[config.mk]
export PLATFORM = sky130hd
export DESIGN_NAME = albdu_front
export DESIGN_NICKNAME = d
export VERILOG_FILES = /design/src/rtl/core/albdu_pkg.sv /design/src/rtl/core/albdu_front.sv
export SDC_FILE = /design/constraint.sdc
export NUM_CORES = 1
export LEC_CHECK = 0
export BUFFER_PORTS_ARGS = -buffer_cell sky130_fd_sc_hd__buf_4
export CELL_PAD_IN_SITES_DETAIL_PLACEMENT = 1
export CELL_PAD_IN_SITES_GLOBAL_PLACEMENT = 2
export CORE_AREA = 2 2 107 109
export DETAILED_ROUTE_END_ITERATION = 10
export DIE_AREA = 0 0 109 111
export PLACE_DENSITY_LB_ADDON = 0.1
export SYNTH_ARGS = -nofsm -noshare
export SYNTH_HDL_FRONTEND = slang
export SYNTH_SLANG_ARGS = --single-unit
[constraint.sdc]
create_clock -name vclk -period 1.8
set_clock_uncertainty 0.15 [all_clocks]
set_input_delay 0.36 -clock vclk [all_inputs]
set_output_delay 0.36 -clock vclk [all_outputs]
set_load 0.02 [all_outputs]
[src/rtl/core/albdu_pkg.sv]
`timescale 1ns / 1ps
package albdu_pkg;

	// stream widths
	localparam int S_TDATA_W = 120;
	localparam int M_TDATA_W = 48;
	localparam int CFG_IDX_W = 3;
	localparam int CFG_DAT_W = 16;

	// configuration register indexes
	localparam logic [CFG_IDX_W-1:0] CFG_BARE    = 3'd0;
	localparam logic [CFG_IDX_W-1:0] CFG_FRESH   = 3'd1;
	localparam logic [CFG_IDX_W-1:0] CFG_SOUTH   = 3'd2;
	localparam logic [CFG_IDX_W-1:0] CFG_USE_OBS = 3'd3;
	localparam logic [CFG_IDX_W-1:0] CFG_IPD     = 3'd4;

	// configuration reset values
	localparam logic [15:0] BARE_RST  = 16'd11141;
	localparam logic [15:0] FRESH_RST = 16'd55705;
	localparam logic [8:0]  IPD_RST   = 9'd24;

	// saturation limits
	localparam logic [19:0] SUM_MAX = 20'hFFFFF;
	localparam logic [7:0]  AGE_MAX = 8'hFF;

	// snow water thresholds (0.1 mm)
	localparam logic [15:0] SWE_SNOW = 16'd50;
	localparam logic [15:0] SWE_DEEP = 16'd600;
	localparam logic [19:0] SUM_MIN  = 20'd25;

	// smallest q0.16 albedo above 0.65
	localparam logic [15:0] ALB_065 = 16'd42599;

	// albedo decrements in q0.16
	localparam logic [12:0] DEC_MELT    = 13'd4653;
	localparam logic [12:0] DEC_DEEP_HI = 13'd983;
	localparam logic [12:0] DEC_DEEP_LO = 13'd66;
	localparam logic [12:0] DEC_FRESH   = 13'd3277;
	localparam logic [12:0] DEC_SUMMER  = 13'd1311;
	localparam logic [12:0] DEC_COLD    = 13'd393;

	// net radiation constants
	localparam logic [9:0]  RAD_GAIN = 10'd522;
	localparam logic [21:0] RAD_RND  = 22'd3276800;
	localparam logic [8:0]  QNC_OFS  = 9'd371;

	// reciprocals floor(2^32 / d)
	localparam logic [25:0] RCP_100 = 26'd42949672;
	localparam logic [25:0] RCP_125 = 26'd34359738;

	// item classes decided by the front
	typedef enum logic [1:0] {
		CLS_INIT,
		CLS_ACCUM,
		CLS_DAY_END,
		CLS_DROP
	} cls_t;

	typedef struct packed {
		cls_t               cls;
		logic               new_day;
		logic [5:0]         unit;
		logic [8:0]         day;
		logic [15:0]        swe;
		logic [15:0]        fall;
		logic               new_snow;
		logic signed [13:0] tmax;
		logic signed [13:0] tmin;
		logic [15:0]        rad;
		logic [15:0]        obs;
	} cmd_t;

	typedef struct packed {
		logic [15:0] bare;
		logic [15:0] fresh;
		logic        south;
		logic        use_obs;
		logic [8:0]  ipd;
	} cfg_t;

	// per unit state, albedo in the low bits
	typedef struct packed {
		logic [7:0]  age;
		logic [19:0] sum;
		logic        melt;
		logic        winter;
		logic [15:0] albedo;
	} st_t;

	localparam int ST_W = $bits(st_t);

endpackage

[src/rtl/core/albdu_front.sv]
`timescale 1ns / 1ps
module albdu_front #(
	parameter int NUM_UNITS = 64
) (
	input  logic                             s_tvalid,
	output logic                             s_tready,
	input  logic [albdu_pkg::S_TDATA_W-1:0]  s_tdata,
	input  logic                             s_tuser,
	input  albdu_pkg::cfg_t                  cfg,
	input  logic                             q_full,
	output logic                             push,
	output albdu_pkg::cmd_t                  push_cmd
);
	import albdu_pkg::*;

	logic [5:0] unit_in;
	logic [8:0] step_in;
	logic       one_per_day;
	logic       day_end;
	logic       in_range;

	// take a transfer whenever the queue has room
	assign s_tready = !q_full;
	assign push     = s_tvalid && !q_full;

	// classify the item
	always_comb begin
		unit_in     = s_tdata[5:0];
		step_in     = s_tdata[14:6];
		one_per_day = (cfg.ipd == 9'd1);
		day_end     = (step_in == 9'd0) || one_per_day;
		in_range    = (32'(unit_in) < NUM_UNITS);

		push_cmd          = '0;
		push_cmd.new_day  = (step_in == 9'd1) || one_per_day;
		push_cmd.unit     = unit_in;
		push_cmd.day      = s_tdata[23:15];
		push_cmd.swe      = s_tdata[39:24];
		push_cmd.fall     = s_tdata[55:40];
		push_cmd.new_snow = s_tdata[56];
		push_cmd.tmax     = s_tdata[70:57];
		push_cmd.tmin     = s_tdata[84:71];
		push_cmd.rad      = s_tdata[100:85];
		push_cmd.obs      = s_tdata[116:101];

		if (!in_range) begin
			push_cmd.cls = CLS_DROP;
		end else if (!s_tuser) begin
			push_cmd.cls = CLS_INIT;
		end else if (day_end) begin
			push_cmd.cls = CLS_DAY_END;
		end else begin
			push_cmd.cls = CLS_ACCUM;
		end
	end
endmodule

---- After elaboration in Yosys (flattened, before gate mapping) ----
Cells that the tools add are included.
word-level totals
  bits of input ports ..................... 166
  memory bits (writable) .................. 0
  memories kept ........................... 0
  register bits ........................... 0
  output and inout port bits .............. 113
  bits in read-only memories .............. 0
  latch bits .............................. 0
cells by class
  div/mod/pow operators ................... 0
  bitwise gates (word level) .............. 0
  multiply operators ...................... 0
  equality and inequality tests ........... 2
  reductions and logical operators ........ 5
  multiplexer cells ....................... 2
  shift operators ......................... 0
  $lt $le $gt $ge ......................... 0
  add/subtract/negate cells ............... 0
operator list
  cell                                                  count
  equality test 9 x 1 -> 1 bit (second input constant)  2
  zero test 9 bit                                       1
  2-to-1 mux 2 bit                                      2
  logical OR 1 bit                                      2
  logical AND 1 bit                                     1
  zero test 1 bit                                       1

---- Longest topological paths before layout ----
  word-level depth ........................ 4
  mapped depth ............................ 3

---- Worst setup path after synthesis ----
OpenSTA, ideal clock, no wires.
  kind .................................... input -> output
  start point ............................. in s_tdata[12] in the netlist's numbering
  end point ............................... out push_cmd[110] in the netlist's numbering
  path slack .............................. 0.161 ns
  arrival time ............................ 1.129 ns
  stages .................................. 3
  path through ............................ nor4_2 -> nand3b_1 -> a21boi_1
RTL lines
  element      line               text
  from (decl)  albdu_front.sv:7   input logic [albdu_pkg::S_TDATA_W-1:0] s_tdata,
  to (decl)    albdu_front.sv:12  output albdu_pkg::cmd_t push_cmd

==> impl_metrics.csv <==
group,metric,value,unit
global_route,antenna_found_initial,0,
synth,synth_area_per_cell,7.42,um2
global_route,track_usage,3.23,%
placed_design,gp_congestion,0.538,
power,p_int,44.7,uW
synth,syn-cell-area,898,um2
sta,final.min_clock_period,1.74,ns
critical_path,startpoint,"cfg[7]",
finish,seq_cells,0,
sta,holdWs,0.570,ns
finish,drive_gt1_share,84.6,%
finish,final_nets,207,
critical_path,cp-start-kind,"primary input",
detailed_routing,avgViaCountPerCell,1.86,
floorplanning,die_h,111,um
floorplanning,core_area,11100,um2
power,power.share.switching,35.6,%
synth,yosys.area.top_type,"buf_4",
global_route,grt_pass1_vias,388,
synth,synth_cells,121,
synth,seq_area_frac_synth,0,%
critical_path,cp.required,1.29,ns
finish,final_util,4.83,%
finish,clockBufferCount,0,
power,p_sw,24.7,uW
flow_run,maxCapViolCount,0,
placed_design,port_buffers,26,
global_route,grt_max_degree,4,
finish,diodes,0,
placed_design,place_ws,-0.134,ns
sta,report.final.hold_viol_count,0,
detailed_routing,wire_per_inst,12.3,um
synth,synth.area.top_cells,"buf_4 (90%), nor4_2 (2.8%), nand3_1 (1.1%)",
finish,regArea,0,um2
placed_design,dp.cells,182,
synth,ys_warn_count,0,
sta,drv_slew,0,
detailed_routing,detail-route-antenna-nets,0,
power,power.share.clock,0,%
synth,yosysUniqueCellTypes,12,
power,powerDensity,130,nW/um2
detailed_routing,finalWirelength,2.24,mm
finish,layout.cells.non_filler,182,
clock_tree,cts_setup_buffers,0,
detailed_routing,drtPass1Iterations,2,
critical_path,end_kind,"output port",
floorplanning,start_util,8.11,%
floorplanning,rows,39,
critical_path,crit_path_max_fanout,3,
power,peakVddDrop,0.0266,mV
power,finalPower,69.4,uW
detailed_routing,met2_length,965,um
synth,synth.top_cell.area_share,90.3,%
worst_hold_path,min_path_type,"primary input to output port",
detailed_routing,drc,0,
detailed_routing,dr.first_iter.drc_count,1,
critical_path,critPathCapture,"push_cmd[109]",
detailed_routing,met3_length,450,um
sta,slew_headroom,82.9,%
floorplanning,die_w,109,um
power,leakage,0.170,nW
power,pwr-share-seq,0,%
sta,fin_crit_sh,96.5,%
sta,setup_viol,0,
critical_path,crit_type,"primary input to output port",
sta,worst_pin_slew,0.254,ns
floorplanning,die_area,12100,um2
synth,syn_nets,287,
detailed_routing,vias,338,
outcome,status,"finished clean",
floorplanning,io_pins,279,
global_route,grt_overflow,0,
critical_path,arrival,1.23,ns
global_route,grt_pass1_wl,2.84,mm
detailed_routing,top_layer,"met4",
sta,max_freq,0.576,GHz
finish,syn2layout_area_growth,-40.4,%
sta,layout_setup_ws,0.0628,ns
sta,rsz0062_at_grt,"no",
detailed_routing,wl_met1,415,um
power,combPwrFrac,100.0,%
==> worst max-delay path, stage by stage <==
cell	delay [ns]
buf_6	0.09
nor4_4	0.28
nand3_2	0.15
and3_4	0.21
buf_6	0.12
==> per-stage QoR <==
step                      setup TNS [ns]  area (um2)
after floorplan                        0         898
after global placement            -0.263         462
after detailed placement          -0.265         462
after CTS                              0         499
after global routing                   0         536
final                                  0         536
==> power by group through the flow <==
| stage | Sequential [mW] | Clock, mW | Combinational (mW) |
|---|---|---|---|
| 2_1_floorplan | 0 | 0 | 0.362 |
| 3_3_place_gp | 0 | 0 | 0.0557 |
| 3_5_place_dp | 0 | 0 | 0.0560 |
| 4_1_cts | 0 | 0 | 0.0650 |
| 5_1_grt | 0 | 0 | 0.0736 |
| 6_report | 0 | 0 | 0.0694 |
==> timing repair <==
action,CTS,global route
endpoints found under the setup margin,3,2
resized for setup,5,9
pin swaps,4,7
hold endpoints to repair,0,0
hold buffers,0,0
==> layout by cell type (no fill, tap or decap) <==
master,netlist,final
a21boi_2,0,1
and3_4,0,1
buf_4,108,20
buf_6,0,6
inv_1,1,1
nand2_1,1,1
nand3_1,2,1
nand3_2,0,1
nand3b_1,1,1
nor2_1,1,1
nor2b_1,1,1
nor3b_2,0,1
nor4_4,0,3
==> routing by layer <==
layer / GRT usage, % / vias to the layer above
met2: 4.43 / 53
met5: 0 / -
li1: - / 102
met3: 2.35 / 54
met4: 5.98 / 0
met1: 1.85 / 129
==> area by class of cell <==
cell class / count / area [um2]
Timing Repair Buffer: 26 / 218
Fill cell: 1309 / 10500
Multi-Input combinational cell: 12 / 135
Inverter: 1 / 3.75
Tap cell: 143 / 179
==> how the worst min path moves through the flow <==
stage,start,to,depth (start not counted)
after floorplan,q_full,s_tready,1
after global placement,s_tdata[101],push_cmd[0],0
after detailed placement,s_tdata[101],push_cmd[0],0
after CTS,s_tdata[101],push_cmd[0],0
after global routing,s_tdata[26],push_cmd[79],0
final,s_tdata[90],push_cmd[21],0
==> Yosys cell counts <==
cell type / number
a21boi_1: 1
and3_1: 1
buf_4: 108
inv_1: 1
nand2_1: 1
nand3_1: 2
nand3b_1: 1
nor2_1: 1
nor2b_1: 1
nor3b_1: 1
nor4_1: 1
nor4_2: 2
==> kinds of logic after synthesis <==
| group | after synthesis | share of synthesized area [%] |
|---|---|---|
| simple gates | 11 | 8.50 |
| buf+inv | 109 | 90.7 |
| compound gates | 1 | 0.836 |
No activity file was read; power rests on OpenSTA's default activity.
