$ cat src/rtl/core/albdu_pkg.sv
`timescale 1ns / 1ps
package albdu_pkg;

	// stream widths
	localparam int S_TDATA_W = 120;
	localparam int M_TDATA_W = 48;
	localparam int CFG_IDX_W = 3;
	localparam int CFG_DAT_W = 16;

	// configuration register indexes
	localparam logic [CFG_IDX_W-1:0] CFG_BARE    = 3'd0;
	localparam logic [CFG_IDX_W-1:0] CFG_FRESH   = 3'd1;
	localparam logic [CFG_IDX_W-1:0] CFG_SOUTH   = 3'd2;
	localparam logic [CFG_IDX_W-1:0] CFG_USE_OBS = 3'd3;
	localparam logic [CFG_IDX_W-1:0] CFG_IPD     = 3'd4;

	// configuration reset values
	localparam logic [15:0] BARE_RST  = 16'd11141;
	localparam logic [15:0] FRESH_RST = 16'd55705;
	localparam logic [8:0]  IPD_RST   = 9'd24;

	// saturation limits
	localparam logic [19:0] SUM_MAX = 20'hFFFFF;
	localparam logic [7:0]  AGE_MAX = 8'hFF;

	// snow water thresholds (0.1 mm)
	localparam logic [15:0] SWE_SNOW = 16'd50;
	localparam logic [15:0] SWE_DEEP = 16'd600;
	localparam logic [19:0] SUM_MIN  = 20'd25;

	// smallest q0.16 albedo above 0.65
	localparam logic [15:0] ALB_065 = 16'd42599;

	// albedo decrements in q0.16
	localparam logic [12:0] DEC_MELT    = 13'd4653;
	localparam logic [12:0] DEC_DEEP_HI = 13'd983;
	localparam logic [12:0] DEC_DEEP_LO = 13'd66;
	localparam logic [12:0] DEC_FRESH   = 13'd3277;
	localparam logic [12:0] DEC_SUMMER  = 13'd1311;
	localparam logic [12:0] DEC_COLD    = 13'd393;

	// net radiation constants
	localparam logic [9:0]  RAD_GAIN = 10'd522;
	localparam logic [21:0] RAD_RND  = 22'd3276800;
	localparam logic [8:0]  QNC_OFS  = 9'd371;

	// reciprocals floor(2^32 / d)
	localparam logic [25:0] RCP_100 = 26'd42949672;
	localparam logic [25:0] RCP_125 = 26'd34359738;

	// item classes decided by the front
	typedef enum logic [1:0] {
		CLS_INIT,
		CLS_ACCUM,
		CLS_DAY_END,
		CLS_DROP
	} cls_t;

	typedef struct packed {
		cls_t               cls;
		logic               new_day;
		logic [5:0]         unit;
		logic [8:0]         day;
		logic [15:0]        swe;
		logic [15:0]        fall;
		logic               new_snow;
		logic signed [13:0] tmax;
		logic signed [13:0] tmin;
		logic [15:0]        rad;
		logic [15:0]        obs;
	} cmd_t;

	typedef struct packed {
		logic [15:0] bare;
		logic [15:0] fresh;
		logic        south;
		logic        use_obs;
		logic [8:0]  ipd;
	} cfg_t;

	// per unit state, albedo in the low bits
	typedef struct packed {
		logic [7:0]  age;
		logic [19:0] sum;
		logic        melt;
		logic        winter;
		logic [15:0] albedo;
	} st_t;

	localparam int ST_W = $bits(st_t);

endpackage

$ cat src/rtl/core/albdu_queue.sv
`timescale 1ns / 1ps
module albdu_queue (
	input  logic            clk,
	input  logic            arst_n,
	input  logic            push,
	input  albdu_pkg::cmd_t push_cmd,
	output logic            full,
	input  logic            pop,
	output logic            valid,
	output albdu_pkg::cmd_t pop_cmd
);
	import albdu_pkg::*;

	localparam int DEPTH = 2;
	localparam int PW    = $clog2(DEPTH);

	cmd_t          mem_q [DEPTH];
	logic [PW-1:0] wr_ptr_q;
	logic [PW-1:0] rd_ptr_q;
	logic [PW:0]   count_q;

	assign full    = (count_q == (PW+1)'(DEPTH));
	assign valid   = (count_q != '0);
	assign pop_cmd = mem_q[rd_ptr_q];

	// pointers and fill count
	always_ff @(posedge clk or negedge arst_n) begin
		if (!arst_n) begin
			wr_ptr_q <= '0;
			rd_ptr_q <= '0;
			count_q  <= '0;
		end else begin
			if (push) begin
				wr_ptr_q <= wr_ptr_q + PW'(1);
			end
			if (pop) begin
				rd_ptr_q <= rd_ptr_q + PW'(1);
			end
			if (push && !pop) begin
				count_q <= count_q + (PW+1)'(1);
			end else if (pop && !push) begin
				count_q <= count_q - (PW+1)'(1);
			end
		end
	end

	// entry storage
	always_ff @(posedge clk) begin
		if (push) begin
			mem_q[wr_ptr_q] <= push_cmd;
		end
	end
endmodule

$ cat config.mk
export PLATFORM = sky130hd
export DESIGN_NAME = albdu_queue
export DESIGN_NICKNAME = d
export VERILOG_FILES = /design/src/rtl/core/albdu_pkg.sv /design/src/rtl/core/albdu_queue.sv
export SDC_FILE = /design/constraint.sdc
export NUM_CORES = 1
export LEC_CHECK = 0
export BUFFER_PORTS_ARGS = -buffer_cell sky130_fd_sc_hd__buf_2
export CELL_PAD_IN_SITES_DETAIL_PLACEMENT = 2
export CELL_PAD_IN_SITES_GLOBAL_PLACEMENT = 2
export CORE_MARGIN = 8
export CORE_UTILIZATION = 27
export DETAILED_ROUTE_END_ITERATION = 7
export HOLD_SLACK_MARGIN = 0.12
export PLACE_DENSITY = 0.56
export SLEW_MARGIN = 10
export SYNTH_ARGS = -nofsm -noshare
export SYNTH_HDL_FRONTEND = slang
export SYNTH_SLANG_ARGS = --single-unit
$ cat constraint.sdc
create_clock -name clk -period 8.35 [get_ports clk]
set_input_delay 1.67 -clock clk [delete_from_list [all_inputs] [get_ports clk]]
set_output_delay 1.67 -clock clk [all_outputs]
set_load 0.1 [all_outputs]
After elaboration in Yosys (flattened, before gate mapping). Memory sizes are Yosys's and may differ from the RTL's. Index checks and enable logic that the tools add are counted.

Register bits: 4. Bits in writable memories: 222. Input bits: 115. Output and inout port bits: 113. Logic and storage cells: 19. Memories: 1.

Memories: mem_q (words 2, bits a word 111, read ports 1, clocked after memory_dff 0, wr ports 1, line albdu_queue.sv:17) `cmd_t mem_q [DEPTH];`.

Add/subtract/negate cells: 4. Eq/ne operators: 1. Muxes and demuxes: 4. Reduce and logical (&&, ||, !) cells: 6.

Operators by type and width (count): $mux W2 (2); $reduce_bool A2 Y1 (2); $add A1 B1 Y1 const B (2); $add A2 B1 Y2 const B (1); $eq A2 B2 Y1 const B (1); $logic_and A1 B1 Y1 (2); $logic_not A1 Y1 (2); $mux W1 (2); $sub A2 B1 Y2 const B (1).

Depth between registers and ports, before layout. Gate-level depths: netlist (run 1).

Depth in word-level cells: 4. Mapped depth: 5. Gate-level depth less buffers: 5.

Least setup slack after synthesis (run 1). Ideal clock, no wire load.

Path kind: input to register. Start point: input push. End point: memory mem_q[0][0] (netlist name), enable pin. Setup time: 595 ps. Arrival time: 6492 ps. Data required time: 7755 ps. Slack: 1263 ps. Cell stages on the path: 1. Path buffers: 0. Path through: nor2b_1.

Longest elaborated chain between the ends: 2.

RTL lines: from (decl) (line albdu_queue.sv:5) `input logic push,`; $mux W1 (line albdu_queue.sv:49) `if (push) begin`; $mux W1 (implied by the code) (line albdu_queue.sv:50) `mem_q[wr_ptr_q] <= push_cmd;`; to (decl) (line albdu_queue.sv:17).

Every way passes these cells.

==> flow_summary.yaml, run 1 <==
global_route:
  grt_pass1_vias: 4968
  antenna_found_initial: 3
  grt_pass1_wl_mm: 29.7
  overflow: 0
  track_usage_pct: 10.5
  grt_max_degree: 65
timing:
  maxSlewHeadroom_pct: 38.5
  final.setup.tns_ns: 0
  min_period_over_period_pct: 55.6
  period_needed_ns: 4.64
  tightest_slew_ns: 0.923
  fin_skew_ns: 0.00746
  hold_ws_ns: 0.484
  rsz0062_at_grt: "no"
  finalSetupViolations: 0
  hold_violations: 0
  fmax_ghz: 0.215
  slew_viol_final: 0
critical_path:
  end_kind: "primary output"
  crit_path_max_fanout: 64
  critPathLaunchType: "flop"
  max_stage_delay_ns: 1.00
  rrSetupSlack_ns: 6.00
  critPathRequiredTime_ns: 6.68
  cp_num_buf_inv: 2
  critical_path.top_delay_family: "buffers and inverters"
  critPathKind: "flop to primary output"
  critical-path-slowest-cell: "dfrtp_4"
  path_cells: "buf_4, mux2_2, buf_2"
  cp.arrival_ns: 2.97
routing:
  firstDrtPassIters: 4
  wl_mm: 19.7
  drc: 0
  viasPerCell: 4.17
  vias: 4240
  drt_iter0_markers: 107
  routedWlPerCell_um: 19.4
  ant_nets: 0
die:
  core-area_sq_mm: 0.0303
  pin_count: 228
  initial_utilization_pct: 27.1
  die_area_sq_mm: 0.0363
  die_x_um: 190
  fp-row-count: 64
  fp.dieH_um: 190
logic_synthesis:
  synth_area_per_cell_sq_um: 22.8
  ys_ff_latch: 226
  synthCells: 361
  yosys_warnings: 0
  synth_area_sq_mm: 0.00822
  ys_seq_area_share_pct: 82.3
  synth_nets: 477
  ys_types: 14
clocking:
  cts_tree: "yes"
  clock-sinks: 226
  worst_skew_pair.late_latency_ns: 0.51
  cts_root_buffer: "clkbuf_16"
  htree_levels: 1
  cts_buffers: 25
  cts.clk_slew.worst_paths_ns: 0.06
  cts_resized: 0
  cts-hold-fix-buffers: 0
  cts_setup_buffers: 0
  clk_path_buf_depth: 3
layout:
  n_antenna_cell: 0
  mostFrequentLayoutCell: "buf_2"
  syn_to_final_growth_pct: 27.4
  nFillCells: 3065
  layout_common_cells: "buf_2 (227), edfxtp_1 (222), mux2_2 (111)"
  regArea_sq_mm: 0.00677
  num-nets-final: 723
  drive_gt1_share_pct: 60.0
  multi_input_area_sq_mm: 0.00135
worst_hold_path:
  min_path_type: "flop to flop"
run:
  cap_violations: 0
placed_design:
  port-buffer-count: 227
  gp_congestion: 0.685
  dpl.hpwl_mm: 13.3
outcome:
  status: "complete, no violations"
worst paths after layout:
check,startpoint,endpoint,cells past startpoint
min in group asynchronous,arst_n,wr_ptr_q,1
setup reg to reg,wr_ptr_q,mem_q[1][86],2
hold / removal,count_q[1],count_q[1],1
hold reg to reg,count_q[1],count_q[1],1
setup / recovery,rd_ptr_q,pop_cmd[87],3
max in group asynchronous,arst_n,rd_ptr_q,1
stage by stage:
| step | utilization, % | setup WS (ns) | area (sq um) | cells |
|---|---|---|---|---|
| 2_1_floorplan | - | 1.26 | 8220 | 361 |
| 3_3_place_gp | 32.3 | 4.12 | 9780 | 976 |
| 3_5_place_dp | 32.3 | 4.07 | 9780 | 976 |
| 4_1_cts | 34.6 | 3.52 | 10500 | 1018 |
| 5_1_grt | 34.6 | 3.48 | 10500 | 1018 |
| 6_report | 34.6 | 3.71 | 10500 | 1018 |
sequential cells by signal (all words and copies together) (netlist names):
signal,flops
wr_ptr_q,1
count_q,2
mem_q,222
rd_ptr_q,1
routing by layer:
metal  share of wire [%]  GRT usage [%]  up-vias
li1                    -              -     1917
met1                  39           11.9     2127
met5                0.17              0        -
met2                  49           18.0      152
met3                 9.3           4.50       38
met4                 2.5           2.74        6
Yosys cell counts:
library cell / count / area, sq um
inv_1: 1 / 3.75
edfxtp_1: 222 / 6670
mux2_2: 111 / 1250
and2_1: 1 / 6.26
nor2b_1: 2 / 12.5
ha_1: 1 / 12.5
xor2_1: 4 / 35.0
buf_2: 3 / 15.0
buf_4: 1 / 7.51
buf_6: 8 / 90.1
nor2_1: 1 / 3.75
xnor2_1: 1 / 8.76
dfrtp_1: 4 / 100
or2_2: 1 / 6.26
cell families after synthesis:
group / share of synthesized area [%]
fa+ha+maj: 0.152
simple gates: 0.350
xor+xnor: 0.533
buf+inv: 1.42
mux: 15.2
flops: 82.3
cell type report:
| cell class | instances | area share [%] |
|---|---|---|
| sequential | 226 | 64.6 |
| multi-input combinational | 122 | 12.8 |
| timing repair buffer | 231 | 11.1 |
| clock buffer | 34 | 6.30 |
| tap | 396 | 4.73 |
| clock inverter | 8 | 0.311 |
| inverter | 1 | 0.0358 |
Power of run 1 is not shown: default switching activity piles up to over one toggle a cycle in this logic, so the estimate is an artifact.
==> run 2, diff against run 1 <==
PLACE_DENSITY = 0.59   (was 0.56)
clock period = 4 ns   (was 8.35 ns; I/O delays follow)
==> run 2 against run 1 <==
  * Utilization is 0.48 points higher
  * Critical path type unchanged
  * Cell area up 1.4%
  * Highest routed layer unchanged
  * Largest cell class unchanged
  * Non-clock buffer count grew 1
  * Cell count rose by 0.49%
==> flow_summary.yaml, run 2 (synthesis gave the netlist of run 1 again) <==
outcome:
  status: "complete, no violations"
global_route:
  grt_pass1_vias: 5041
  antenna_found_initial: 2
  grt_pass1_wl_mm: 30.5
  overflow: 0
  grt_max_degree: 112
  track_usage_pct: 10.9
timing:
  rsz0062_at_grt: "no"
  min_period_over_period_pct: 78.3
  finalSetupViolations: 0
  maxSlewHeadroom_pct: 44.6
  hold_violations: 0
  period_needed_ns: 3.13
  layout_setup_ws_ns: 0.867
  fin_skew_ns: 0.00699
  final.setup.tns_ns: 0
  tightest_slew_ns: 0.830
  fmax_ghz: 0.319
  slew_viol_final: 0
die:
  pin_count: 228
  die_area_sq_mm: 0.0363
  initial_utilization_pct: 27.1
  core-area_sq_mm: 0.0303
  fp-row-count: 64
  die_x_um: 190
  fp.dieH_um: 190
clocking:
  cts_buffers: 26
  htree_levels: 1
  cts_resized: 0
  clk_path_buf_depth: 3
  cts_root_buffer: "clkbuf_16"
  cts_tree: "yes"
  cts.clk_slew.worst_paths_ns: 0.06
  clock-sinks: 226
  worst_skew_pair.late_latency_ns: 0.52
routing:
  ant_nets: 0
  viasPerCell: 4.19
  vias: 4288
  drt_iter0_markers: 197
  drc: 0
  firstDrtPassIters: 4
  dr.max_layer_used: "met5"
  routedWlPerCell_um: 19.8
  drt-met1-wl_mm: 8.10
  routed-wl-met2_mm: 10.1
  dr_wl_met3_mm: 1.53
  wl_mm: 20.3
layout:
  layout_common_cells: "buf_2 (227), edfxtp_1 (222), mux2_2 (111)"
  largest_register: "mem_q"
  mostFrequentLayoutCell: "buf_2"
  largest_register_ffs: 222
  syn_to_final_growth_pct: 29.2
  reg.largest.list: "mem_q (222), count_q (2)"
  drive_gt1_share_pct: 60.1
  num-nets-final: 725
placed_design:
  place_ws_ns: 1.34
  port-buffer-count: 227
  gp_congestion: 0.700
  dpl.hpwl_mm: 13.6
critical_path:
  max_stage_delay_ns: 0.64
  end_kind: "primary output"
  rr_worst_depth: 2
  path_cells: "buf_4, mux2_2, buf_2"
  crit-reg2reg-launch: "wr_ptr_q"
  critical-path-slowest-cell: "buf_4"
  critPathKind: "flop to primary output"
  worst_r2r_endpoint: "mem_q[1][32]"
  rrSetupSlack_ns: 2.08
  crit_path_max_fanout: 57
  critPathLaunchType: "flop"
  worstSetupStartpoint: "rd_ptr_q"
  critPathRequiredTime_ns: 3.20
  cp.arrival_ns: 2.33
worst_hold_path:
  min_path_type: "primary input to flop"
  min_to: "mem_q[1][86]"
  min_from: "push_cmd[86]"
  whs_path_depth: 1
run:
  cap_violations: 0
==> run 2: changes by cell type in the layout (fill, tap and decap cells not counted), sizes merged <==
| cell | change |
|---|---|
| bufinv | +2 |
| clkbuf | -1 |
| clkinv | +2 |
| diode | +1 |
| dlygate4sd3 | +1 |
==> run 2: worst max-delay path by stage <==
stage / cells after the start / slack (ns) / endpoint
global placement: 3 / 1.37 / pop_cmd[97]
floorplan: 1 / 0.18 / mem_q[1][0]
finish: 3 / 0.87 / pop_cmd[103]
global route: 3 / 0.70 / pop_cmd[35]
detailed placement: 3 / 1.34 / pop_cmd[97]
CTS: 3 / 0.77 / pop_cmd[97]
==> run 2: layout make-up <==
class,count,area [sq um]
flip-flops and latches,226,6770
diodes,1,2.50
inverters,1,3.75
repair buffers,232,1200
clock inverters,12,103
well taps,396,495
multi-input cells,122,1350
clock buffers,33,698
fillers,3063,19700
==> run 2: critical path, delay by kind of cell, from the launching register on <==
| kind | cells | cell delay (ns) |
|---|---|---|
| buffers and inverters | 2 | 1.08 |
| muxes | 1 | 0.30 |
| DFF | 1 | 0.40 |
==> run 2: routing by layer <==
metal / global-route usage [%] / up-vias
li1: - / 1925
met1: 12.4 / 2176
met2: 19.0 / 154
met3: 3.79 / 31
met4: 3.07 / 2
met5: 0 / -
==> run 2: repair_timing <==
item / in CTS / in global routing
hold buffers: 1 / 0
hold endpoints to repair: 4 / 0
endpoints found under the setup margin: 0 / 0
buffers inserted: 0 / 0
==> run 2: through the flow <==
stage,hold slack (ns),utilization (%),area (sq um),instances
floorplan,0.447,-,8230,361
global placement,0.466,32.4,9810,976
detailed placement,0.471,32.4,9810,976
CTS,0.433,35.1,10600,1022
global route,0.435,35.1,10600,1023
finish,0.472,35.1,10600,1023
Power of run 2 is left out for the same reason.
==> run 3, diff against run 2 <==
clock period = 2.7 ns   (was 4 ns; I/O delays follow)
==> run 3 against run 2 <==
  * Clock-buffer cell count down 4
  * Global-route usage down 0.28 points
  * Cell count is 0.68% higher
  * Register-to-register slack got worse by 0.94 ns
  * Utilization up 0.079 points
  * Wire length fell by 2.9%
  * Largest cell class unchanged
  * Sequential cell count did not move
  * Die area unchanged
==> flow_summary.yaml, run 3 (synthesis gave the netlist of run 1 again) <==
outcome:
  status: "complete, no violations"
critical_path:
  cp.arrival_ns: 2.04
  critPathRequiredTime_ns: 2.16
  path_cells: "buf_16, mux2_2, buf_2"
  critPathKind: "flop to primary output"
  max_stage_delay_ns: 0.56
  crit_path_max_fanout: 45
  critical-path-slowest-cell: "dfrtp_4"
  cp_num_buf_inv: 2
  end_kind: "primary output"
  critPathLaunchType: "flop"
  critical_path.top_delay_family: "buffers and inverters"
clocking:
  cts.clk_slew.worst_paths_ns: 0.06
  worst_skew_pair.late_latency_ns: 0.53
  cts_buffers: 26
  cts_tree: "yes"
  clk_path_buf_depth: 3
  cts_root_buffer: "clkbuf_16"
  htree_levels: 1
  clock-sinks: 226
die:
  fp-row-count: 64
  initial_utilization_pct: 27.1
  die_x_um: 190
  pin_count: 228
  core-area_sq_mm: 0.0303
  die_area_sq_mm: 0.0363
  fp.dieH_um: 190
run:
  cap_violations: 0
routing:
  drc: 0
  wl_mm: 19.7
  viasPerCell: 4.15
  vias: 4270
  firstDrtPassIters: 4
  drt_iter0_markers: 142
  routedWlPerCell_um: 19.1
  ant_nets: 0
timing:
  period_needed_ns: 2.58
  hold_violations: 0
  fin_skew_ns: 0.0222
  final.setup.tns_ns: 0
  slew_viol_final: 0
  layout_setup_ws_ns: 0.117
  maxSlewHeadroom_pct: 50.9
  min_period_over_period_pct: 95.7
  tightest_slew_ns: 0.736
  finalSetupViolations: 0
  fmax_ghz: 0.387
  rsz0062_at_grt: "no"
layout:
  syn_to_final_growth_pct: 29.5
  mostFrequentLayoutCell: "buf_2"
  reg.largest.list: "mem_q (222), count_q (2)"
  num-nets-final: 729
  drive_gt1_share_pct: 60.9
  largest_register_ffs: 222
  nFillCells: 3039
  largest_register: "mem_q"
  layout_common_cells: "buf_2 (227), edfxtp_1 (222), mux2_2 (111)"
placed_design:
  port-buffer-count: 227
  place_ws_ns: 0.516
  dpl.hpwl_mm: 13.5
  gp_congestion: 0.701
global_route:
  track_usage_pct: 10.6
  grt_pass1_vias: 5039
  antenna_found_initial: 5
  grt_pass1_wl_mm: 30.0
  overflow: 0
  grt_max_degree: 112
worst_hold_path:
  min_path_type: "primary input to flop"
[run 3: path summary, 6_finish.rpt]
check	start	endpoint	slack, ns	cells past startpoint
setup / recovery	rd_ptr_q	pop_cmd[41]	0.12	3
hold / removal	push_cmd[72]	mem_q[0][72]	0.20	1
setup reg to reg	wr_ptr_q	mem_q[0][59]	1.14	2
hold reg to reg	count_q[1]	count_q[1]	0.49	1
max in group asynchronous	arst_n	rd_ptr_q	2.15	2
min in group asynchronous	arst_n	count_q[1]	0.40	2
[run 3: layer usage]
layer | vias up | global-route usage (%) | routed length (um)
li1 | 1943 | - | -
met1 | 2144 | 11.0 | 7120
met2 | 140 | 19.7 | 10500
met3 | 37 | 3.79 | 1460
met4 | 6 | 2.98 | 534
met5 | - | 0 | 42
[run 3: area by class of cell]
class	instances	area (sq um)	share of cell area [%]
multi-input combinational	122	1350	12.6
clock buffer	29	662	6.22
antenna	2	5.00	0.0470
timing repair buffer	236	1270	11.9
inverter	1	3.75	0.0353
clock inverter	18	93.8	0.882
sequential	226	6770	63.6
tap	396	495	4.66
[run 3: timing repair]
item,in CTS,in global routing
buffers inserted,3,0
resized for setup,2,0
hold buffers,1,0
hold endpoints to repair,4,0
endpoints found under the setup margin,65,0
[run 3: per-stage QoR]
step	cell area [sq um]	utilization [%]	hold WS, ns	instances
final	10600	35.2	0.195	1030
after floorplan	8230	-	0.244	361
after global placement	9840	32.5	0.361	977
after detailed placement	9840	32.5	0.364	977
after global routing	10600	35.2	0.166	1030
after CTS	10600	35.1	0.155	1028
Power of run 3 is left out for the same reason.
