**src/rtl/core/albdu_ram.sv**
```systemverilog
`timescale 1ns / 1ps
module albdu_ram #(
	parameter int WIDTH = 8,
	parameter int DEPTH = 64
) (
	input  logic                                     clk,
	input  logic                                     wr_en,
	input  logic [((DEPTH > 1) ? $clog2(DEPTH) : 1)-1:0] wr_addr,
	input  logic [WIDTH-1:0]                         wr_data,
	input  logic                                     rd_en,
	input  logic [((DEPTH > 1) ? $clog2(DEPTH) : 1)-1:0] rd_addr,
	output logic [WIDTH-1:0]                         rd_data
);
	logic [WIDTH-1:0] mem_q [DEPTH];

	// one write port, one registered read port
	always_ff @(posedge clk) begin
		if (wr_en) begin
			mem_q[wr_addr] <= wr_data;
		end
		if (rd_en) begin
			rd_data <= mem_q[rd_addr];
		end
	end
endmodule

```
**config.mk**
```make
export PLATFORM = sky130hd
export DESIGN_NAME = albdu_ram
export DESIGN_NICKNAME = d
export VERILOG_FILES = /design/src/rtl/core/albdu_ram.sv
export SDC_FILE = /design/constraint.sdc
export NUM_CORES = 1
export LEC_CHECK = 0
export ABC_AREA = 1
export BUFFER_PORTS_ARGS = -buffer_cell sky130_fd_sc_hd__buf_2
export CAP_MARGIN = 20
export CORE_MARGIN = 3
export CORE_UTILIZATION = 56
export CTS_CLUSTER_DIAMETER = 120
export DETAILED_ROUTE_END_ITERATION = 12
export PLACE_DENSITY = 0.75
export SYNTH_ARGS = -nofsm -noshare
export SYNTH_HDL_FRONTEND = slang
export SYNTH_SLANG_ARGS = --single-unit
```
**constraint.sdc**
```tcl
create_clock -name clk -period 2.4 [get_ports clk]
set_input_delay 0.48 -clock clk [delete_from_list [all_inputs] [get_ports clk]]
set_output_delay 0.48 -clock clk [all_outputs]
set_load 0.01 [all_outputs]
```
Yosys cells after proc, flatten, opt, wreduce, memory -nomap -nowiden
Memories as Yosys holds them, arrays and structs flattened. A register that Yosys moved wholly into a read port is not among the register bits.
Index checks and enable logic that the tools add are counted.
{ "word_totals": {"register_bits": 0, "ramBits": 512, "inputBits": 23, "output_inout_bits": 8, "wordCells": 3, "n_memories": 1} }
{ "memory_table": {"columns": ["memory", "depth", "word_bits", "rd", "rd_ports_with_merged_regs", "write_ports", "line_no", "source"], "rows": [
  ["mem_q", 64, 8, 1, 1, 1, "14", "logic [WIDTH-1:0] mem_q [DEPTH];"]
]} }
{ "op_classes": {"mux": 2} }
{ "ops": {"columns": ["operator", "count"], "rows": [
  ["1-bit two-way mux", 2]
]} }

Logic depth before layout (Yosys ltp)
Gate-level depths: netlist of the first run.
{ "logic_depth": {"depth_word": 2, "depth_mapped": 12, "depth_no_buf": 9} }

Worst setup path before layout of the first run
Ideal clock, no wire load.
{ "synth_path": {"path_type": "input -> register", "startpoint": "input port wr_en", "endpoint": "memory mem_q[48][0], enable pin", "setup_time_ns": 0.395, "t_arrival_ns": 1.851, "required_time_ns": 2.005, "path_slack_ns": 0.154, "path_stages": 3, "n_path_buf": 1, "path_cell_list": "clkbuf_1 > nand4_1 > nor4_1"} }
{ "synth_between": {"elab_chain_len": 2} }
{ "synth_lines": {"columns": ["element", "line_no", "source"], "rows": [
  ["start: declaration", "7", "input logic wr_en,"],
  ["1-bit two-way mux", "18", "if (wr_en) begin"],
  ["1-bit two-way mux (implied by the code)", "19", "mem_q[wr_addr] <= wr_data;"],
  ["end: declaration", "14", null]
]} }
No other way between the ends.

==> results.tsv, run 1 <==
metric	value	unit
vias per std cell	5.840	
WHS	0.3311	ns
max-slew violation count	0	
drt drc	0	
Net Count, Synth	1828	
Leak	0.008830	µW
die area	0.04063	mm²
maximum fanout along the worst path	50	
Hold WC Path Type	in2reg	
Final setup viols	0	
first-pass GRT wire length	81070	µm
WP data required	2.71	ns
r2r startpoint	mem_q[29][0]	
Setup crit end	rd_data[0]	
WP data arrival	2.02	ns
Setup TNS	0	ns
clk_lat worst skew	0.56	ns
reg2reg setup slack	0.84	ns
hold_buf cts	0	
TritonCTS clock tree	built	
max-cap viol count	0	
vias in the first global route	14140	
cell row count	71	
register area share after synthesis	0.7290	
crit share post-route	0.7117	
initial antenna violation count	0	
register clock-pin slew on the reported worst setup and hold paths	0.06	ns
Worst setup SP type	input pin	
fillers	2819	
CTS root buf	clkbuf_16	
maximum VDD drop	904.2	µV
Pre-antenna DRT Iters	6	
Post-CTS Setup Repair Bufs	0	
Clock Tree Buf Depth	3	
Boundary Pins	31	
H-tree levels	2	
Chip Height	201.6	µm
crit end category	flip-flop	
CP startpoint	rd_addr[1]	
Initial Util	0.5687	
Core Region	0.03767	mm²
Worst slew margin	0.3349	
layout cells sized above 1	0.1108	
Port Buffers	30	
die outline width	201.6	µm
PwrDens	787.0	mW/mm²
outcome	finished clean	
Total Routing Usage GR	0.2589	
Remaining Overflow, GRT	0	
Resize count post-CTS	0	
transition time of the tightest slew-check pin	0.9977	ns
Netlist cell types	15	
DRT iter0 DRCs	1892	
FF-to-FF End	rd_data[0]	
r2r worst-path depth	8	
routability congestion estimate from global placement	0.9089	
WL/cell	21.59	µm
Antenna diodes	0	
WS Path Type	in2reg	
# clock sinks	520	
Vias	14220	
FF+latch count, synth	520	
Nets	1908	
Ys Warns	0	
Cells after Synth	1805	
placed wire-length estimate	30630	µm
Detail Route Antenna Nets	0	
WL final	52560	µm
Mapped Area	0.02142	mm²
Fmax achieved	585.5	MHz
maximum number of pins on one net before global-route repair	84	
Area growth syn-to-layout	12.53	%
Hold Fails Final Rpt	0	
clk_skew	0.007916	ns
RSZ-0062 raised after global routing	false	
total CTS buffers	51	
synthesized area per cell	11.87	µm²
post-layout minimum cycle time	1.708	ns
## cell families (layout without fill, tap and decap cells)
| logic type | Yosys count | count (layout) | synth area share |
|---|---|---|---|
| DFF | 520 | 520 | 0.7290 |
| and+or+nand+nor | 1160 | 1160 | 0.2309 |
| buffers and inverters | 125 | 243 | 0.04007 |
## worst min path at each step
stage / cells past startpoint / end / slack, ns / from
6_report: 1 / rd_data[4] / 0.33 / rd_en
5_1_grt: 1 / rd_data[3] / 0.33 / rd_en
4_1_cts: 1 / rd_data[4] / 0.32 / rd_en
3_5_place_dp: 8 / rd_data[5] / 0.88 / mem_q[4][5]
3_3_place_gp: 8 / rd_data[5] / 0.85 / mem_q[4][5]
2_1_floorplan: 0 / mem_q[0][0] / 0.58 / wr_data[0]
## metal layers
| layer | vias to the layer above | global-route usage | wire [µm] |
|---|---|---|---|
| li1 | 6507 | - | - |
| met1 | 6791 | 0.3560 | 20150 |
| met2 | 789 | 0.4242 | 25430 |
| met3 | 128 | 0.04530 | 5211 |
| met4 | 0 | 0.08871 | 1770 |
| met5 | - | 0 | 0 |
## worst max-delay path, stage by stage
cell,delay (ns)
buf_4,0.21
inv_4,0.13
buf_12,0.26
nand3_1,0.14
nand3_1,0.09
nand2_1,0.10
nand2_1,0.08
nand3_1,0.20
nand3_1,0.22
nand2_1,0.07
## synthesized netlist by cell type
master	instances	share of area
buf_8	2	0.0014
nand4_1	9	0.0026
buf_6	35	0.018
clkbuf_1	15	0.0026
inv_1	10	0.0018
buf_2	37	0.0086
nand3_1	439	0.10
edfxtp_1	520	0.73
inv_6	1	0.00041
nand2_1	648	0.11
inv_2	1	0.00018
nor4_1	8	0.0023
nor2_1	56	0.0098
buf_1	10	0.0018
buf_4	14	0.0049
## metrics by stage
step           total power, µW  std cells  worst slack (ns)  utilization  cell area, µm²
2_1_floorplan            10990       1805            0.1539            -           21420
3_3_place_gp             11460       2342            0.1713       0.5968           22480
3_5_place_dp             11490       2343            0.1753       0.5976           22510
4_1_cts                  19020       2434            0.7126       0.6399           24100
5_1_grt                  19500       2434            0.6230       0.6399           24100
6_report                 18970       2434            0.6919       0.6399           24100
## sequential cells by signal, indices dropped and copies added (netlist names)
signal	count
mem_q	512
rd_data	8
## area by class of cell
type | count | area (µm²) | area share
Clock buffer | 64 | 1368 | 0.05674
Clock inverter | 27 | 227.7 | 0.009448
Inverter | 12 | 52.55 | 0.002180
Multi-Input combinational cell | 1160 | 4946 | 0.2052
Sequential cell | 520 | 15620 | 0.6478
Tap cell | 511 | 639.4 | 0.02653
Timing Repair Buffer | 140 | 1255 | 0.05207
## layout by cell type (no fill, tap or decap)
master	n
nand2_1	648
edfxtp_1	520
nand3_1	439
buf_4	90
nor2_1	56
clkbuf_16	53
buf_2	28
buf_12	20
clkbuf_1	11
clkinv_2	11
clkinv_1	10
inv_1	9
nand4_1	9
nor4_1	8
bufinv_16	4
clkinvlp_4	2
inv_6	1
inv_4	1
inv_2	1
buf_6	1
buf_16	1
## where the power goes
group / internal (µW) / switching [µW]
registers: 10100 / 25.2
logic: 337 / 885
clock network: 4440 / 3210
Note: power is estimated with default switching activity, not from simulation.
==> run 2, diff against run 1 <==
Settings changed: ABC_AREA 1 to 0.
Clock period 2.4 ns to 1.55 ns, I/O delays scaled along.
==> results.tsv, run 2 <==
metric	value	unit	change
outcome	complete, but fails checks		was finished clean
failing checks	negative setup slack		
Vias	10220		was 14,220
WL final	45760	µm	was 52,560 µm
PwrDens	1185	mW/mm²	was 787.0 mW/mm²
combinational share of power	0.062		was 0.064
transition time of the tightest slew-check pin	0.7223	ns	was 0.9977 ns
H-tree levels	2		unchanged
Total Routing Usage GR	0.2440		was 0.2589
# clock sinks	520		unchanged
delay-heaviest family, CP	multiplexers		was simple AND/OR/NAND/NOR gates
Hold WC Path Type	in2reg		unchanged
Synth Flop Type	edfxtp_1		unchanged
RSZ-0062 raised after global routing	true		was false
area fraction of the dominant cell type after synthesis	0.7712		was 0.7290
Non-Filler Instances	1618		was 2,434
Antenna diodes	0		unchanged
Boundary Pins	31		unchanged
compound-gate portion of the synthesized area	0.02064		was 0
xor-xnor portion of the synthesized cell area	0		unchanged
Net Count, Synth	963		was 1,828
Fmax achieved	502.5	MHz	
Netlist cell types	39		was 15
Cells after Synth	940		was 1,805
cell with the most instances after synthesis	edfxtp_1		was nand2_1
leading area contributor after synthesis	edfxtp_1		unchanged
Nets	1141		was 1,908
WP data required	1.85	ns	was 2.71 ns
Final setup viols	10		was 0
Post-CTS Setup Repair Bufs	0		unchanged
Hold Fails Final Rpt	0		unchanged
NetSw	6149	µW	was 4119 µW
setup ws final	-0.4399	ns	was 0.6919 ns
die area	0.03847	mm²	was 0.04063 mm²
most common cell after layout, fill and taps aside	edfxtp_1		was nand2_1
clk_lat worst skew	0.57	ns	was 0.56 ns
pre-CTS WS	-1.019	ns	was 0.1753 ns
P_int	23290	µW	was 14,850 µW
routability congestion estimate from global placement	0.8087		was 0.9089
CTS root buf	clkbuf_16		unchanged
Core Region	0.03557	mm²	was 0.03767 mm²
main combinational cell family by area after synthesis	multiplexers		was simple AND/OR/NAND/NOR gates
Area contributors post-synth	edfxtp_1 (77%), mux4_2 (14%), nor2_1 (1.5%)		was edfxtp_1 (73%), nand2_1 (11%), nand3_1 (10%)
Setup TNS	-3.079	ns	was 0 ns
hold_buf cts	0		unchanged
Ys Warns	0		unchanged
post-layout minimum cycle time	1.990	ns	
synth cell count leaders	edfxtp_1 (520), mux4_2 (126), nor2_1 (83), mux2i_1 (23), nand2_1 (19)		was nand2_1 (648), edfxtp_1 (520), nand3_1 (439), nor2_1 (56), buf_2 (37)
commonest non-fill, non-tap cells in the layout	edfxtp_1 (520), mux4_2 (126), buf_4 (87)		was nand2_1 (648), edfxtp_1 (520), nand3_1 (439)
Largest regs	mem_q (512), rd_data (8)		unchanged
Remaining Overflow, GRT	0		unchanged
worst path bufs/invs	0		was 3
Pre-antenna DRT Iters	5		was 6
initial antenna violation count	1		was 0
FF+latch count, synth	520		unchanged
maximum fanout along the worst path	1		was 50
placed wire-length estimate	29400	µm	was 30,630 µm
max reg flops	512		unchanged
cell row count	69		was 71
adder-cell share of the synthesized area	0		unchanged
maximum VDD drop	1040	µV	was 904.2 µV
crit end category	flip-flop		unchanged
vias in the first global route	10480		was 14,140
total CTS buffers	50		was 51
post-synthesis mux area share	0.1588		was 0
DRT iter0 DRCs	1028		was 1,892
CP cell instances	mux4_2, mux4_2, nor2_4, nor3_2, o2bb2ai_1		was buf_4, inv_4, buf_12, nand3_1, nand3_1, nand2_1, nand2_1, nand3_1, nand3_1, nand2_1
vias per std cell	6.317		was 5.840
WP data arrival	2.29	ns	was 2.02 ns
TritonCTS clock tree	built		unchanged
Clock power frac	0.407		was 0.403
max-slew violation count	0		unchanged
Post-synth EDFFs	520		unchanged
max-cap viol count	0		unchanged
Worst path max stage delay	0.52	ns	was 0.26 ns
sequential power share	0.531		was 0.532
crit share post-route	1.284		
layout cells sized above 1	0.4157		was 0.1108
slowest cell on the critical path	mux4_2		was buf_12
WL/cell	28.28	µm	was 21.59 µm
Area growth syn-to-layout	22.69	%	was 12.53%
Worst slew margin	0.5185		was 0.3349
maximum number of pins on one net before global-route repair	65		was 84
synthesized area per cell	21.54	µm²	was 11.87 µm²
Detail Route Antenna Nets	0		unchanged
WS Path Type	reg2reg		was in2reg
Initial Util	0.5692		was 0.5687
placed insts	1523		was 2,343
Port Buffers	30		unchanged
register clock-pin slew on the reported worst setup and hold paths	0.06	ns	about the same
Synth Area in Simple Gates	0.03374		was 0.2309
first-pass GRT wire length	68410	µm	was 81,070 µm
Worst setup SP type	flip-flop		was input pin
Largest Register	mem_q		unchanged
die outline width	196.1	µm	was 201.6 µm
Chip Height	196.1	µm	was 201.6 µm
register area share after synthesis	0.7712		was 0.7290
CP dominant cell by count	mux4_2		was nand3_1
Final Util	0.6984		was 0.6399
clk_skew	0.01791	ns	was 0.007916 ns
Clock Tree Buf Depth	3		unchanged
Leak	0.007920	µW	was 0.008830 µW
Sw Ratio	0.2089		was 0.2171
ys async rst share	0		unchanged
fillers	2121		was 2,819
Mapped Area	0.02025	mm²	was 0.02142 mm²
drt drc	0		unchanged
-- run 2: changes by cell type after synthesis, sizes merged, moves of 8 or more --
cell and delta:
nand2 -629, mux4 +126, o22ai +8, mux2 +13, inv -12, o221ai +8
nor2b +14, nor2 +27, buf -64, mux2i +23, nand3 -426
-- run 2: power by group through the flow --
stage	sequential [µW]	combinational, µW	clock, µW
2_1_floorplan	15900	925	0
3_3_place_gp	15900	1700	0
3_5_place_dp	15900	1730	0
4_1_cts	15600	1780	12100
5_1_grt	15600	1930	12700
6_report	15600	1830	12000
-- run 2: area by class of cell --
| class | instances | area, µm² | area share |
|---|---|---|---|
| clock inverters | 31 | 279.0 | 0.01123 |
| clock buffers | 60 | 1353 | 0.05445 |
| flip-flops and latches | 520 | 15620 | 0.6286 |
| multi-input cells | 369 | 4967 | 0.2000 |
| well taps | 461 | 576.8 | 0.02322 |
| repair buffers | 177 | 2051 | 0.08255 |
-- run 2: per-stage QoR --
stage	area, µm²	hold WS, ns	total power, µW
floorplan	20840	0.4089	16850
global placement	22960	0.7151	17630
detailed placement	22960	0.7134	17670
CTS	24680	0.1291	29540
global route	24840	0.1381	30260
finish	24840	0.1522	29440
-- run 2: cell families after synthesis --
logic type / count (synthesis)
muxes: 162
DFF: 520
buffers and inverters: 51
and+or+nand+nor: 153
AOI/OAI and AO/OA: 54
-- run 2: path summary, 6_finish.rpt --
path	startpoint	to	slack (ns)	cells after the start
hold reg to reg	mem_q[26][6]	rd_data[6]	0.96	3
setup / recovery	mem_q[15][1]	rd_data[1]	-0.44	5
setup reg to reg	mem_q[15][1]	rd_data[1]	-0.44	5
hold / removal	rd_en	rd_data[2]	0.15	1
-- run 2: worst register-to-register path: cells and delay by family (launching register included) --
family / cells / cell delay (ns)
compound gates: 1 / 0.13
flops: 1 / 0.39
mux: 2 / 1.02
simple gates: 2 / 0.20
-- run 2: what timing repair did --
item                       4_1_cts  5_1_grt
pin swaps                        3        0
setup endpoints to repair       10       11
gates resized for setup         23        9
-- run 2: per-layer routing --
layer / part of all wire / wire length [µm] / GRT usage
met3: 0.088 / 4023 / 0.05066
met4: 0.020 / 924 / 0.06364
met2: 0.51 / 23300 / 0.4016
met5: 0.00028 / 13 / 0
met1: 0.38 / 17500 / 0.3416
==> run 3, diff against run 2 <==
==> constraint.sdc (replaced) <==
create_clock -name clk -period 1.7 [get_ports clk]
set_input_delay 0.085 -clock clk [delete_from_list [all_inputs] [get_ports clk]]
set_output_delay 0.085 -clock clk [all_outputs]
set_load 0.01 [all_outputs]
==> results.tsv, run 3 (same netlist as run 2, synthesis figures left out) <==
metric	value	unit	change
maximum fanout along the worst path	1		unchanged
placed insts	1531		was 1,523
clk_lat worst skew	0.58	ns	was 0.57 ns
failing checks	negative setup slack		unchanged
DRT iter0 DRCs	1058		was 1,028
max reg flops	512		unchanged
CP startpoint	mem_q[39][5]		was mem_q[15][1]
die area	0.03847	mm²	unchanged
combinational share of power	0.059		was 0.062
vias per std cell	6.243		was 6.317
WS Path Type	reg2reg		unchanged
RSZ-0062 raised after global routing	true		unchanged
Largest regs	mem_q (512), rd_data (8)		unchanged
Pre-antenna DRT Iters	5		unchanged
CP cell instances	mux4_2, mux4_2, o21ai_4, o41ai_2		was mux4_2, mux4_2, nor2_4, nor3_2, o2bb2ai_1
crit share post-route	1.166		was 1.284
transition time of the tightest slew-check pin	0.7696	ns	was 0.7223 ns
Hold Fails Final Rpt	0		unchanged
worst path bufs/invs	0		unchanged
maximum number of pins on one net before global-route repair	65		unchanged
cell row count	69		unchanged
TritonCTS clock tree	built		unchanged
Clock power frac	0.396		was 0.407
H-tree levels	2		unchanged
max-slew violation count	0		unchanged
Hold WC Path Type	in2reg		unchanged
# clock sinks	520		unchanged
Port Buffers	30		unchanged
sequential power share	0.545		was 0.531
Chip Height	196.1	µm	unchanged
Clock Tree Buf Depth	3		unchanged
Final Util	0.6707		was 0.6984
WP data arrival	2.29	ns	about the same
delay-heaviest family, CP	multiplexers		unchanged
most common cell after layout, fill and taps aside	edfxtp_1		unchanged
slowest cell on the critical path	mux4_2		unchanged
outcome	complete, but fails checks		unchanged
Initial Util	0.5692		unchanged
initial antenna violation count	2		was 1
Non-Filler Instances	1638		was 1,618
fillers	2199		was 2,121
Leak	0.007791	µW	was 0.007920 µW
maximum VDD drop	1061	µV	was 1040 µV
r2r worst-path depth	4		was 5
Worst setup SP type	flip-flop		unchanged
Largest Register	mem_q		unchanged
post-layout minimum cycle time	1.982	ns	was 1.990 ns
WL/cell	27.20	µm	was 28.28 µm
Core Region	0.03557	mm²	unchanged
Final Cell Area	0.02386	mm²	was 0.02484 mm²
Hold Path Stages	2		was 1
WP data required	2.01	ns	was 1.85 ns
Total Routing Usage GR	0.2353		was 0.2440
Area growth syn-to-layout	17.82	%	was 22.69%
r2r startpoint	mem_q[39][5]		was mem_q[15][1]
WL final	44560	µm	was 45,760 µm
NetSw	5435	µW	was 6149 µW
Boundary Pins	31		unchanged
routability congestion estimate from global placement	0.8954		was 0.8087
Post-CTS Setup Repair Bufs	0		unchanged
WP depth	4		was 5
Fmax achieved	504.6	MHz	was 502.5 MHz
pre-CTS WS	-0.6896	ns	was -1.019 ns
Setup crit end	rd_data[5]		was rd_data[1]
WHS	0.01622	ns	was 0.1522 ns
first-pass GRT wire length	66420	µm	was 68,410 µm
CTS root buf	clkbuf_16		unchanged
Detail Route Antenna Nets	0		unchanged
placed wire-length estimate	28270	µm	was 29,400 µm
Nets	1157		was 1,141
register clock-pin slew on the reported worst setup and hold paths	0.06	ns	about the same
clk_skew	0.01483	ns	was 0.01791 ns
Final setup viols	8		was 10
Remaining Overflow, GRT	0		unchanged
PwrDens	1097	mW/mm²	was 1185 mW/mm²
commonest non-fill, non-tap cells in the layout	edfxtp_1 (520), buf_4 (138), mux4_2 (126)		was edfxtp_1 (520), mux4_2 (126), buf_4 (87)
die outline width	196.1	µm	unchanged
crit end category	flip-flop		unchanged
Worst slew margin	0.4869		was 0.5185
total CTS buffers	51		was 50
reg2reg setup slack	-0.28	ns	was -0.44 ns
vias in the first global route	10460		was 10,480
Sw Ratio	0.2077		was 0.2089
Vias	10230		was 10,220
drt drc	0		unchanged
CP dominant cell by count	mux4_2		unchanged
max-cap viol count	0		unchanged
FF-to-FF End	rd_data[5]		was rd_data[1]
layout cells sized above 1	0.3503		was 0.4157
P_int	20730	µW	was 23,290 µW
dpl cell area	0.02199	mm²	was 0.02296 mm²
setup ws final	-0.2819	ns	was -0.4399 ns
Worst path max stage delay	0.53	ns	was 0.52 ns
-- run 3: changes by cell type in the layout (fill, tap and decap cells not counted), sizes merged --
cell | before | now
clkbuf | 61 | 70
diode | 0 | 1
inv | 0 | 3
buf | 176 | 184
bufinv | 4 | 2
clkinvlp | 5 | 0
clkinv | 22 | 21
dlygate4sd3 | 0 | 7
-- run 3: stage by stage --
step | power [µW] | TNS [ns]
after CTS | 26300 | -1.789
final | 26170 | -1.923
after floorplan | 15310 | -0.5084
after global routing | 26970 | -2.326
after global placement | 15930 | -4.421
after detailed placement | 15960 | -4.435
-- run 3: repair_timing --
| action | 4_1_cts | 5_1_grt |
|---|---|---|
| setup endpoints to repair | 8 | 8 |
| hold buffers | 1 | 6 |
| gates cloned | 0 | 0 |
| pin swaps | 7 | 1 |
| resized for setup | 25 | 10 |
| endpoints found under the hold margin | 12 | 45 |
-- run 3: worst min-delay path by stage --
stage	from	endpoint	slack [ns]
finish	wr_data[2]	mem_q[23][2]	0.02
global route	wr_data[2]	mem_q[23][2]	0.02
CTS	rd_addr[5]	rd_data[3]	-0.05
detailed placement	rd_en	rd_data[4]	0.47
global placement	rd_en	rd_data[4]	0.47
floorplan	wr_data[0]	mem_q[0][0]	0.18
-- run 3: cell type report --
type / instances / area [µm²] / area share
Timing Repair Buffer: 192 / 1618 / 0.06782
Clock inverter: 26 / 177.7 / 0.007448
Tap cell: 461 / 576.8 / 0.02418
Clock buffer: 69 / 1344 / 0.05633
Sequential cell: 520 / 15620 / 0.6546
Antenna cell: 1 / 2.502 / 0.0001049
Multi-Input combinational cell: 369 / 4522 / 0.1896
-- run 3: power by group through the flow --
stage / clock network (µW) / logic (µW) / registers [µW]
after floorplan: 0 / 787 / 14500
after global placement: 0 / 1400 / 14500
after detailed placement: 0 / 1430 / 14500
after CTS: 10500 / 1480 / 14300
after global routing: 11100 / 1640 / 14300
final: 10400 / 1550 / 14300
-- run 3: layer usage --
metal,wire length [µm],track usage
met5,22,0
met4,1573,0.08793
met3,4012,0.05444
met2,21720,0.3719
met1,17230,0.3273
